## src/rtl/rgbhsl_pkg.sv

```systemverilog
// rgbhsl_pkg: widths, constants and the long-division step functions
// for the RGB to HSL converter. No dependencies.
package rgbhsl_pkg;

  localparam int COMP_W   = 8;
  localparam int HUE_W    = 9;
  localparam int SAT_W    = 16;
  localparam int LIGHT_W  = 7;
  localparam int REM_W    = 10;
  localparam int SATQ_W   = 17;
  localparam int HUEQ_W   = 9;
  localparam int DIV_STG  = 6;
  localparam int STEPS    = 3;

  localparam logic [1:0] SEL_RED   = 2'd0;
  localparam logic [1:0] SEL_GREEN = 2'd1;
  localparam logic [1:0] SEL_BLUE  = 2'd2;

  localparam logic [6:0]  LIGHT_HALF = 7'd50;
  localparam logic [9:0]  SUM_FULL   = 10'd510;
  localparam logic [8:0]  HUE_WRAP   = 9'd360;
  localparam logic [15:0] SAT_MAX    = 16'hFFFF;

  typedef struct packed {
    logic [REM_W-1:0]  rem;
    logic [SATQ_W-1:0] q;
  } sat_div_t;

  typedef struct packed {
    logic [REM_W-1:0]  rem;
    logic [HUEQ_W-1:0] q;
  } hue_div_t;

  // up to three restoring steps: shift in the top quotient-register bit
  function automatic sat_div_t sat_steps(sat_div_t a, logic [REM_W-1:0] dv, int n);
    sat_div_t  r;
    logic [REM_W:0] t;
    r = a;
    for (int i = 0; i < STEPS; i++) begin
      if (i < n) begin
        t = {r.rem, r.q[SATQ_W-1]};
        r.q = {r.q[SATQ_W-2:0], 1'b0};
        if (t >= {1'b0, dv}) begin
          t = t - {1'b0, dv};
          r.q[0] = 1'b1;
        end
        r.rem = t[REM_W-1:0];
      end
    end
    return r;
  endfunction

  function automatic hue_div_t hue_steps(hue_div_t a, logic [REM_W-1:0] dv, int n);
    hue_div_t  r;
    logic [REM_W:0] t;
    r = a;
    for (int i = 0; i < STEPS; i++) begin
      if (i < n) begin
        t = {r.rem, r.q[HUEQ_W-1]};
        r.q = {r.q[HUEQ_W-2:0], 1'b0};
        if (t >= {1'b0, dv}) begin
          t = t - {1'b0, dv};
          r.q[0] = 1'b1;
        end
        r.rem = t[REM_W-1:0];
      end
    end
    return r;
  endfunction

endpackage

```

## src/rtl/rgb_to_hsl_converter.sv

```systemverilog
// rgb_to_hsl_converter: eleven-stage pipelined RGB to HSL conversion.
// Depends on rgbhsl_pkg (widths, constants, division step functions).
//
//  channel | handshake             | payload
//  --------+-----------------------+-------------------------------
//  input   | in_valid / in_ready   | red_in, green_in, blue_in
//  output  | out_valid / out_ready | hue_deg, sat_frac, light_pct
//
// One request per cycle unless the pipeline is full and the output is stalled.
// Depth set by the saturation long division, three quotient bits a stage (two in the last).
// rst (synchronous) empties the pipeline; no clearing pass.
// Each stage holds while the one after it is full and stalled.
module rgb_to_hsl_converter (
  input  logic       clk,
  input  logic       rst,
  input  logic       in_valid,
  output logic       in_ready,
  input  logic [7:0] red_in,
  input  logic [7:0] green_in,
  input  logic [7:0] blue_in,
  output logic       out_valid,
  input  logic       out_ready,
  output logic [8:0] hue_deg,
  output logic [15:0] sat_frac,
  output logic [6:0] light_pct
);

  localparam int NSTG = 5 + rgbhsl_pkg::DIV_STG;

  logic [NSTG-1:0] v;
  logic [NSTG-1:0] adv;

  always_comb begin
    adv[NSTG-1] = !v[NSTG-1] || out_ready;
    for (int k = NSTG - 2; k >= 0; k--) adv[k] = !v[k] || adv[k+1];
  end

  assign in_ready = adv[0];

  always_ff @(posedge clk) begin
    if (rst) begin
      v <= '0;
    end else begin
      if (adv[0]) v[0] <= in_valid;
      for (int k = 1; k < NSTG; k++) if (adv[k]) v[k] <= v[k-1];
    end
  end

  // stage 1: input register
  logic [7:0] r1, g1, b1;
  always_ff @(posedge clk) begin
    if (adv[0]) begin
      r1 <= red_in;
      g1 <= green_in;
      b1 <= blue_in;
    end
  end

  // stage 2: extremes, hue numerator, lightness numerator
  logic [7:0]  mx, mn;
  logic [1:0]  sel;
  logic signed [18:0] t_c;
  logic [7:0]  d2;
  logic [8:0]  s2;
  logic [16:0] tmag2;
  logic        neg2;
  logic [15:0] x2;

  always_comb begin
    mx = r1;
    mn = r1;
    if (g1 > mx) mx = g1;
    if (b1 > mx) mx = b1;
    if (g1 < mn) mn = g1;
    if (b1 < mn) mn = b1;
    if (r1 == mx) sel = rgbhsl_pkg::SEL_RED;
    else if (g1 == mx) sel = rgbhsl_pkg::SEL_GREEN;
    else sel = rgbhsl_pkg::SEL_BLUE;
    case (sel)
      rgbhsl_pkg::SEL_RED:
        t_c = 19'sd60 * ($signed({11'd0, g1}) - $signed({11'd0, b1}));
      rgbhsl_pkg::SEL_GREEN:
        t_c = 19'sd120 * $signed({11'd0, mx - mn})
            + 19'sd60 * ($signed({11'd0, b1}) - $signed({11'd0, r1}));
      default:
        t_c = 19'sd240 * $signed({11'd0, mx - mn})
            + 19'sd60 * ($signed({11'd0, r1}) - $signed({11'd0, g1}));
    endcase
  end

  always_ff @(posedge clk) begin
    if (adv[1]) begin
      d2    <= mx - mn;
      s2    <= {1'b0, mx} + {1'b0, mn};
      neg2  <= t_c[18];
      tmag2 <= t_c[18] ? 17'(-t_c) : t_c[16:0];
      x2    <= 16'(({7'd0, mx} + {7'd0, mn}) * 16'd100 + 16'd255);
    end
  end

  // stage 3: reciprocal estimate of floor(x / 510)
  logic [7:0]  d3;
  logic [8:0]  s3;
  logic [16:0] tmag3;
  logic        neg3;
  logic [14:0] y3;
  logic [7:0]  q3;
  logic [23:0] p_c;
  assign p_c = {9'd0, x2[15:1]} * 24'd257;

  always_ff @(posedge clk) begin
    if (adv[2]) begin
      d3    <= d2;
      s3    <= s2;
      tmag3 <= tmag2;
      neg3  <= neg2;
      y3    <= x2[15:1];
      q3    <= p_c[23:16];
    end
  end

  // stage 4: lightness correction, divider set-up
  logic [15:0] prod_c;
  logic [15:0] resid_c;
  logic [6:0]  light_c;
  logic [8:0]  den_c;
  logic [17:0] hnum_c;

  always_comb begin
    prod_c  = {q3, 8'd0} - {8'd0, q3};
    resid_c = {1'b0, y3} - prod_c;
    light_c = (resid_c >= 16'd255) ? 7'(q3 + 8'd1) : q3[6:0];
    den_c   = (light_c <= rgbhsl_pkg::LIGHT_HALF) ? s3
            : 9'(rgbhsl_pkg::SUM_FULL - {1'b0, s3});
    hnum_c  = {tmag3, 1'b0} + {10'd0, d3};
  end

  rgbhsl_pkg::sat_div_t sd [0:rgbhsl_pkg::DIV_STG];
  rgbhsl_pkg::hue_div_t hd [0:rgbhsl_pkg::DIV_STG];
  logic [9:0] sdv [0:rgbhsl_pkg::DIV_STG];
  logic [9:0] hdv [0:rgbhsl_pkg::DIV_STG];
  logic       negp [0:rgbhsl_pkg::DIV_STG];
  logic       grey [0:rgbhsl_pkg::DIV_STG];
  logic [6:0] lgt  [0:rgbhsl_pkg::DIV_STG];

  always_ff @(posedge clk) begin
    if (adv[3]) begin
      sd[0].rem <= {2'd0, d3};
      sd[0].q   <= {8'd0, den_c};
      sdv[0]    <= {den_c, 1'b0};
      hd[0].rem <= {1'b0, hnum_c[17:9]};
      hd[0].q   <= hnum_c[8:0];
      hdv[0]    <= {1'b0, d3, 1'b0};
      negp[0]   <= neg3;
      grey[0]   <= (d3 == 8'd0);
      lgt[0]    <= light_c;
    end
  end

  // stages 5..10: saturation quotient three bits a stage (two in stage 10); hue quotient three bits a stage in 5..7
  for (genvar k = 1; k <= rgbhsl_pkg::DIV_STG; k++) begin : g_div
    localparam int SN = (k == rgbhsl_pkg::DIV_STG) ? 2 : 3;
    localparam int HN = (k <= 3) ? 3 : 0;
    always_ff @(posedge clk) begin
      if (adv[3+k]) begin
        sd[k]   <= rgbhsl_pkg::sat_steps(sd[k-1], sdv[k-1], SN);
        hd[k]   <= rgbhsl_pkg::hue_steps(hd[k-1], hdv[k-1], HN);
        sdv[k]  <= sdv[k-1];
        hdv[k]  <= hdv[k-1];
        negp[k] <= negp[k-1];
        grey[k] <= grey[k-1];
        lgt[k]  <= lgt[k-1];
      end
    end
  end

  // stage 11: output register
  localparam int L = rgbhsl_pkg::DIV_STG;
  always_ff @(posedge clk) begin
    if (adv[NSTG-1]) begin
      light_pct <= lgt[L];
      if (grey[L]) begin
        hue_deg  <= '0;
        sat_frac <= '0;
      end else begin
        sat_frac <= sd[L].q[16] ? rgbhsl_pkg::SAT_MAX : sd[L].q[15:0];
        if (negp[L] && hd[L].q != 9'd0) hue_deg <= rgbhsl_pkg::HUE_WRAP - hd[L].q;
        else hue_deg <= hd[L].q;
      end
    end
  end

  assign out_valid = v[NSTG-1];

  a_hue_range: assert property (@(posedge clk) disable iff (rst)
    out_valid |-> hue_deg < 9'd360) else $error("hue out of range");
  a_light_range: assert property (@(posedge clk) disable iff (rst)
    out_valid |-> light_pct <= 7'd100) else $error("lightness out of range");
  a_entry: assert property (@(posedge clk) disable iff (rst)
    (in_valid && in_ready) |=> v[0]) else $error("request lost at entry");
  a_grey_sat: assert property (@(posedge clk) disable iff (rst)
    (out_valid && sat_frac == 16'd0) |-> hue_deg == 9'd0)
    else $error("zero saturation with non-zero hue");

endmodule
```

## config.mk

```make
export PLATFORM = sky130hd
export DESIGN_NAME = rgb_to_hsl_converter
export DESIGN_NICKNAME = d
export VERILOG_FILES = /design/src/rtl/rgbhsl_pkg.sv /design/src/rtl/rgb_to_hsl_converter.sv
export SDC_FILE = /design/constraint.sdc
export NUM_CORES = 1
export LEC_CHECK = 0
export CAP_MARGIN = 20
export CORE_ASPECT_RATIO = 2
export CORE_MARGIN = 1
export CORE_UTILIZATION = 40
export CTS_CLUSTER_DIAMETER = 50
export DETAILED_ROUTE_END_ITERATION = 7
export DONT_BUFFER_PORTS = 1
export PLACE_DENSITY = 0.57
export RECOVER_POWER = 50
export SLEW_MARGIN = 20
export SYNTH_ARGS = -nofsm -noshare
export SYNTH_HDL_FRONTEND = slang
export SYNTH_SLANG_ARGS = --single-unit
```

## constraint.sdc

```tcl
create_clock -name clk -period 13.3 [get_ports clk]
set_input_delay 2.66 -clock clk [delete_from_list [all_inputs] [get_ports clk]]
set_output_delay 2.66 -clock clk [all_outputs]
set_load 0.005 [all_outputs]
```

==> impl_metrics.yaml, run 1 <==
status:
  status: "finished, violations left"
  failed_checks: "capacitance limit, slew limit"
worst_setup_path:
  worstSetupStartpointType: "flop"
  rr_endpoint: "tmag2[12]$_DFFE_PP_"
  ff2ff_path_depth: 45
  rr_startpoint: "g1[1]$_DFFE_PP_"
  cp.required_ns: 13.67
  crit_path_max_fanout: 16
  cp_num_cells: 45
  worstPathArrival_ns: 11.79
  critPathBufInv: 5
  r2r_slack_ns: 1.87
  cp-end-kind: "flop"
  critPathKind: "flop to flop"
  crit_path_frequent_cell: "o21a_1"
  critPathMaxStageDelay_ns: 0.69
  cp_slowest_cell: "edfxtp_1"
  crit_family: "compound AO/OA/AOI/OAI gates"
logic_synthesis:
  netlist.area_leader.share_pct: 39.5
  yosysWarnings: 0
  avgSynthCellArea_sq_um: 10.7
  ys.flop_type: "edfxtp_1"
  ys_top_cells_by_area: "edfxtp_1 (40%), ha_1 (16%), xnor2_1 (6.0%), inv_1 (4.3%), fa_1 (4.2%)"
  synth_top_cell_by_area: "edfxtp_1"
  async_flop_share_pct: 0
  synth.yosys.seq_area_share_pct: 40.1
  syn_inst: 3446
  synth_fp_nets: 4022
  ys_types: 91
  yosys-top-cells-count: "edfxtp_1 (484), ha_1 (470), inv_1 (419)"
  synth_seq_cells: 495
  synthMostInstantiatedCell: "edfxtp_1"
  synth_edf_count: 484
  syn_area_sq_um: 36800
sta:
  finalHoldViolCount: 0
  finalSetupTns_ns: 0
  slew_viol_final: 235
  period_needed_ns: 11.43
  setup_violations: 0
  rsz0062_at_grt: "no"
  tightest_slew_ns: 3.19
  skew_ns: 0.0313
  timing.fmax_mhz: 87.5
  max-slew-margin-rel_pct: -113
  fin_crit_sh_pct: 85.9
drt:
  drcViolationCount: 0
  vias: 24800
  viasPerCell: 5.28
  wire_per_inst_um: 18.6
  antenna_left: 0
  drt-total-wl_um: 87400
  drt_pass1_iterations: 5
  drt-initial-drc-count: 894
final_layout:
  final_net_count: 4050
  n_fill_cell: 8587
  layout.cells.non_filler: 4706
  area_growth_syn_to_layout_pct: 9.08
  multiInputGateArea_sq_um: 20300
  drive_above_1_share_pct: 5.94
  regArea_sq_um: 14800
global_routing:
  antenna_found_initial: 3
  grt_usage_pct: 18.9
  grt_max_degree: 59
  grt_pass1_vias: 26400
  overflow: 0
  grt_pass1_wl_um: 136000
min_path:
  whs_endpoint: "sd[6][10]$_DFFE_PP_"
  hold_class: "flop to flop"
  holdPathStages: 0
  min_from: "sd[5][8]$_DFFE_PP_"
clock_network:
  cts_buffers: 54
  cts_setup_buffers: 0
  cts_root_buf: "clkbuf_16"
  cts_resized: 0
  path_clk_slew_ns: 0.06
  h-tree-depth: 2
  cts_sinks: 495
  cts_hold_buf: 0
  clockBufferDepth: 3
  cts_tree: "built"
  clk_latency_ns: 0.63
die:
  die_w_um: 216
  initial_utilization_pct: 40.5
  die_y_um: 431
  core_sq_um: 90800
  pin_count: 62
  die_area_sq_um: 93200
  rows: 156
place:
  gp_congestion: 0.907
  dpl.cell_count: 4603
  dp_hpwl_um: 73400
  io_buffers: 0
run:
  cap_violations: 7
==> placed cells by master, fill, tap and decap left out, drive strengths merged, types with 88 or more instances in the layout <==
| cell | instances |
|---|---|
| ha | 470 |
| edfxtp | 484 |
| xor2 | 88 |
| nor2 | 234 |
| a21o | 162 |
| nand2 | 151 |
| xnor2 | 253 |
| inv | 430 |
| a21oi | 246 |
| o21ai | 155 |
==> worst max-delay path by stage <==
stage	start	end	slack, ns
3_5_place_dp	g1[1]$_DFFE_PP_	tmag2[12]$_DFFE_PP_	1.92
5_1_grt	g1[1]$_DFFE_PP_	tmag2[15]$_DFFE_PP_	1.22
6_report	g1[1]$_DFFE_PP_	tmag2[12]$_DFFE_PP_	1.87
4_1_cts	g1[1]$_DFFE_PP_	tmag2[12]$_DFFE_PP_	1.89
3_3_place_gp	g1[1]$_DFFE_PP_	tmag2[12]$_DFFE_PP_	2.07
2_1_floorplan	out_ready	in_ready	2.75
==> layer usage <==
layer	vias to the layer above	global-route usage [%]	share of wire, %
li1	12400	-	-
met1	11800	13.6	29
met2	379	41.7	61
met3	262	1.81	1.9
met4	0	14.0	8.2
met5	-	0	0
==> stage by stage <==
stage	area (sq um)	hold WS [ns]	util [%]	worst slack, ns
floorplan	36800	0.400	-	2.75
global placement	38200	0.400	42.1	2.07
detailed placement	38200	0.405	42.1	1.92
CTS	40100	0.410	44.2	1.89
global route	40100	0.416	44.2	1.22
finish	40100	0.411	44.2	1.87
==> logic make-up after synthesis <==
family	count (synthesis)	synth area share (%)
muxes	131	3.82
and+or+nand+nor	671	8.77
adders and majority gates	549	20.3
AOI/OAI and AO/OA	794	14.0
DFF	495	40.1
xor gates and xnor gates	342	8.18
buffers and inverters	464	4.81
==> worst register-to-register path: cells and delay by family (launching register included) <==
kind | cells | cell delay, ns
AND/OR/NAND/NOR | 4 | 0.94
buffers and inverters | 5 | 0.77
XOR/XNOR | 6 | 1.35
multiplexers | 2 | 0.66
flip-flops | 1 | 0.69
adder cells (fa/ha/maj) | 8 | 2.81
AO/OA/AOI/OAI | 20 | 3.95
==> area by class of cell <==
cell class,count,area share [%]
Timing Repair Buffer,17,0.271
Antenna cell,1,0.00624
Sequential cell,495,36.8
Clock inverter,43,1.33
Inverter,419,3.92
Clock buffer,59,3.42
Multi-Input combinational cell,2487,50.6
Tap cell,1185,3.70
==> registers in the layout, summed over array words and instances, names as in the netlist, 9 cells and up <==
register and cells:
hd 87, hdv 10, hue_deg 9, lgt 49, sat_frac 16, sd 135
sdv 33, tmag2 15, tmag3 15, v 11, x2 14, y3 14
Power of run 1 is left out: the tool's default activity adds up to more than one toggle a clock period on the data nets, which glitch-free logic cannot reach.
==> inputs of run 2 (changes only) <==
PLACE_DENSITY = not set   (was 0.57)
==> run 2 against run 1 <==
Net effect: the run still ends with capacitance limit, slew limit left; wire length shrank 1.9%; cell count shrank 0.30%; register-to-register slack gained 0.06 ns; global-route usage shrank 0.35 points; count of clock-buffer cells in the layout grew 1; utilization shrank 0.23 points; fmax grew 0.56%; highest routed layer unchanged.
==> impl_metrics.yaml, run 2 (same netlist as run 1, synthesis figures left out) <==
min_path:
  hold_class: "flop to flop"
  min_from: "negp[1]$_DFFE_PP_"
clock_network:
  cts_tree: "built"
  clockBufferDepth: 3
  cts_setup_buffers: 0
  cts_sinks: 495
  cts_buffers: 49
  cts_resized: 0
  cts_hold_buf: 0
  h-tree-depth: 2
  clk_latency_ns: 0.61
  path_clk_slew_ns: 0.07
  cts_root_buf: "clkbuf_16"
global_routing:
  overflow: 0
  grt_pass1_vias: 26400
  grt_usage_pct: 18.5
  antenna_found_initial: 3
  grt_max_degree: 59
  grt_pass1_wl_um: 134000
final_layout:
  area_growth_syn_to_layout_pct: 8.51
  reg.largest.list: "sd: 135 flops, hd: 87 flops, lgt: 49 flops"
  largest_register_ffs: 135
  n_fill_cell: 8614
  regArea_sq_um: 14800
  final_net_count: 4044
  final_common_cell: "edfxtp_1"
  drive_above_1_share_pct: 5.59
  final_cell_mix: "edfxtp_1 (484), ha_1 (470), inv_1 (417)"
  top_register: "sd"
  multiInputGateArea_sq_um: 20300
worst_setup_path:
  cp-end-kind: "flop"
  worstSetupStartpointType: "flop"
  crit_path_frequent_cell: "o21a_1"
  critPathKind: "flop to flop"
  worstPathArrival_ns: 11.71
  cp.required_ns: 13.65
  crit_path_max_fanout: 16
  cp-startpoint: "g1[1]$_DFFE_PP_"
  rr_startpoint: "g1[1]$_DFFE_PP_"
  critPathMaxStageDelay_ns: 0.66
  cp_slowest_cell: "a31oi_2"
sta:
  skew_ns: 0.0462
  finalHoldViolCount: 0
  tightest_slew_ns: 3.08
  setup_violations: 0
  holdWs_ns: 0.387
  fin_crit_sh_pct: 85.4
  period_needed_ns: 11.36
  finalSetupTns_ns: 0
  max-slew-margin-rel_pct: -106
  slew_viol_final: 244
  rsz0062_at_grt: "no"
  timing.fmax_mhz: 88.0
die:
  die_y_um: 431
  initial_utilization_pct: 40.5
  pin_count: 62
  core_sq_um: 90800
  die_area_sq_um: 93200
  rows: 156
  die_w_um: 216
drt:
  vias: 24700
  drcViolationCount: 0
  drt_pass1_iterations: 4
  viasPerCell: 5.26
  antenna_left: 0
  wire_per_inst_um: 18.3
  drt-initial-drc-count: 787
  drt-total-wl_um: 85700
run:
  cap_violations: 7
place:
  dp_hpwl_um: 72000
  io_buffers: 0
  gp_congestion: 0.918
status:
  failed_checks: "capacitance limit, slew limit"
  status: "finished, violations left"
==> run 2: final timing paths <==
kind | end | slack [ns] | depth (start not counted)
min reg2reg | negp[2]$_DFFE_PP_ | 0.39 | 0
min | negp[2]$_DFFE_PP_ | 0.39 | 0
max reg2reg | tmag2[12]$_DFFE_PP_ | 1.94 | 40
max | tmag2[12]$_DFFE_PP_ | 1.94 | 40
==> run 2: final cells by class <==
| cell class | count | share of cell area, % |
|---|---|---|
| Tap cell | 1185 | 3.72 |
| Multi-Input combinational cell | 2487 | 50.8 |
| Clock buffer | 60 | 3.25 |
| Antenna cell | 2 | 0.0125 |
| Sequential cell | 495 | 37.0 |
| Inverter | 419 | 3.95 |
| Clock inverter | 28 | 1.01 |
| Timing Repair Buffer | 16 | 0.263 |
==> run 2: per-layer routing <==
metal | track usage (%) | wire length, um
met1 | 13.6 | 25000
met2 | 40.9 | 52500
met3 | 1.66 | 1430
met4 | 13.4 | 6770
met5 | 0 | 0
==> run 2: metrics by stage <==
| step | util, % | cell area [sq um] | instances | setup slack (ns) |
|---|---|---|---|---|
| after global routing | 44.0 | 39900 | 4691 | 1.09 |
| after global placement | 42.1 | 38200 | 4602 | 2.15 |
| after detailed placement | 42.1 | 38200 | 4602 | 1.95 |
| final | 44.0 | 39900 | 4692 | 1.94 |
| after floorplan | - | 36800 | 3446 | 2.75 |
| after CTS | 44.0 | 39900 | 4690 | 1.91 |
==> run 2: worst max-delay path, delay by kind of cell, from the launching register on <==
family	cells	cell delay, ns
simple gates	5	1.07
mux	2	0.64
buf+inv	5	0.73
fa+ha+maj	8	3.17
xor+xnor	2	0.53
compound gates	18	4.27
flops	1	0.64
Power of run 2 is left out for the same reason.
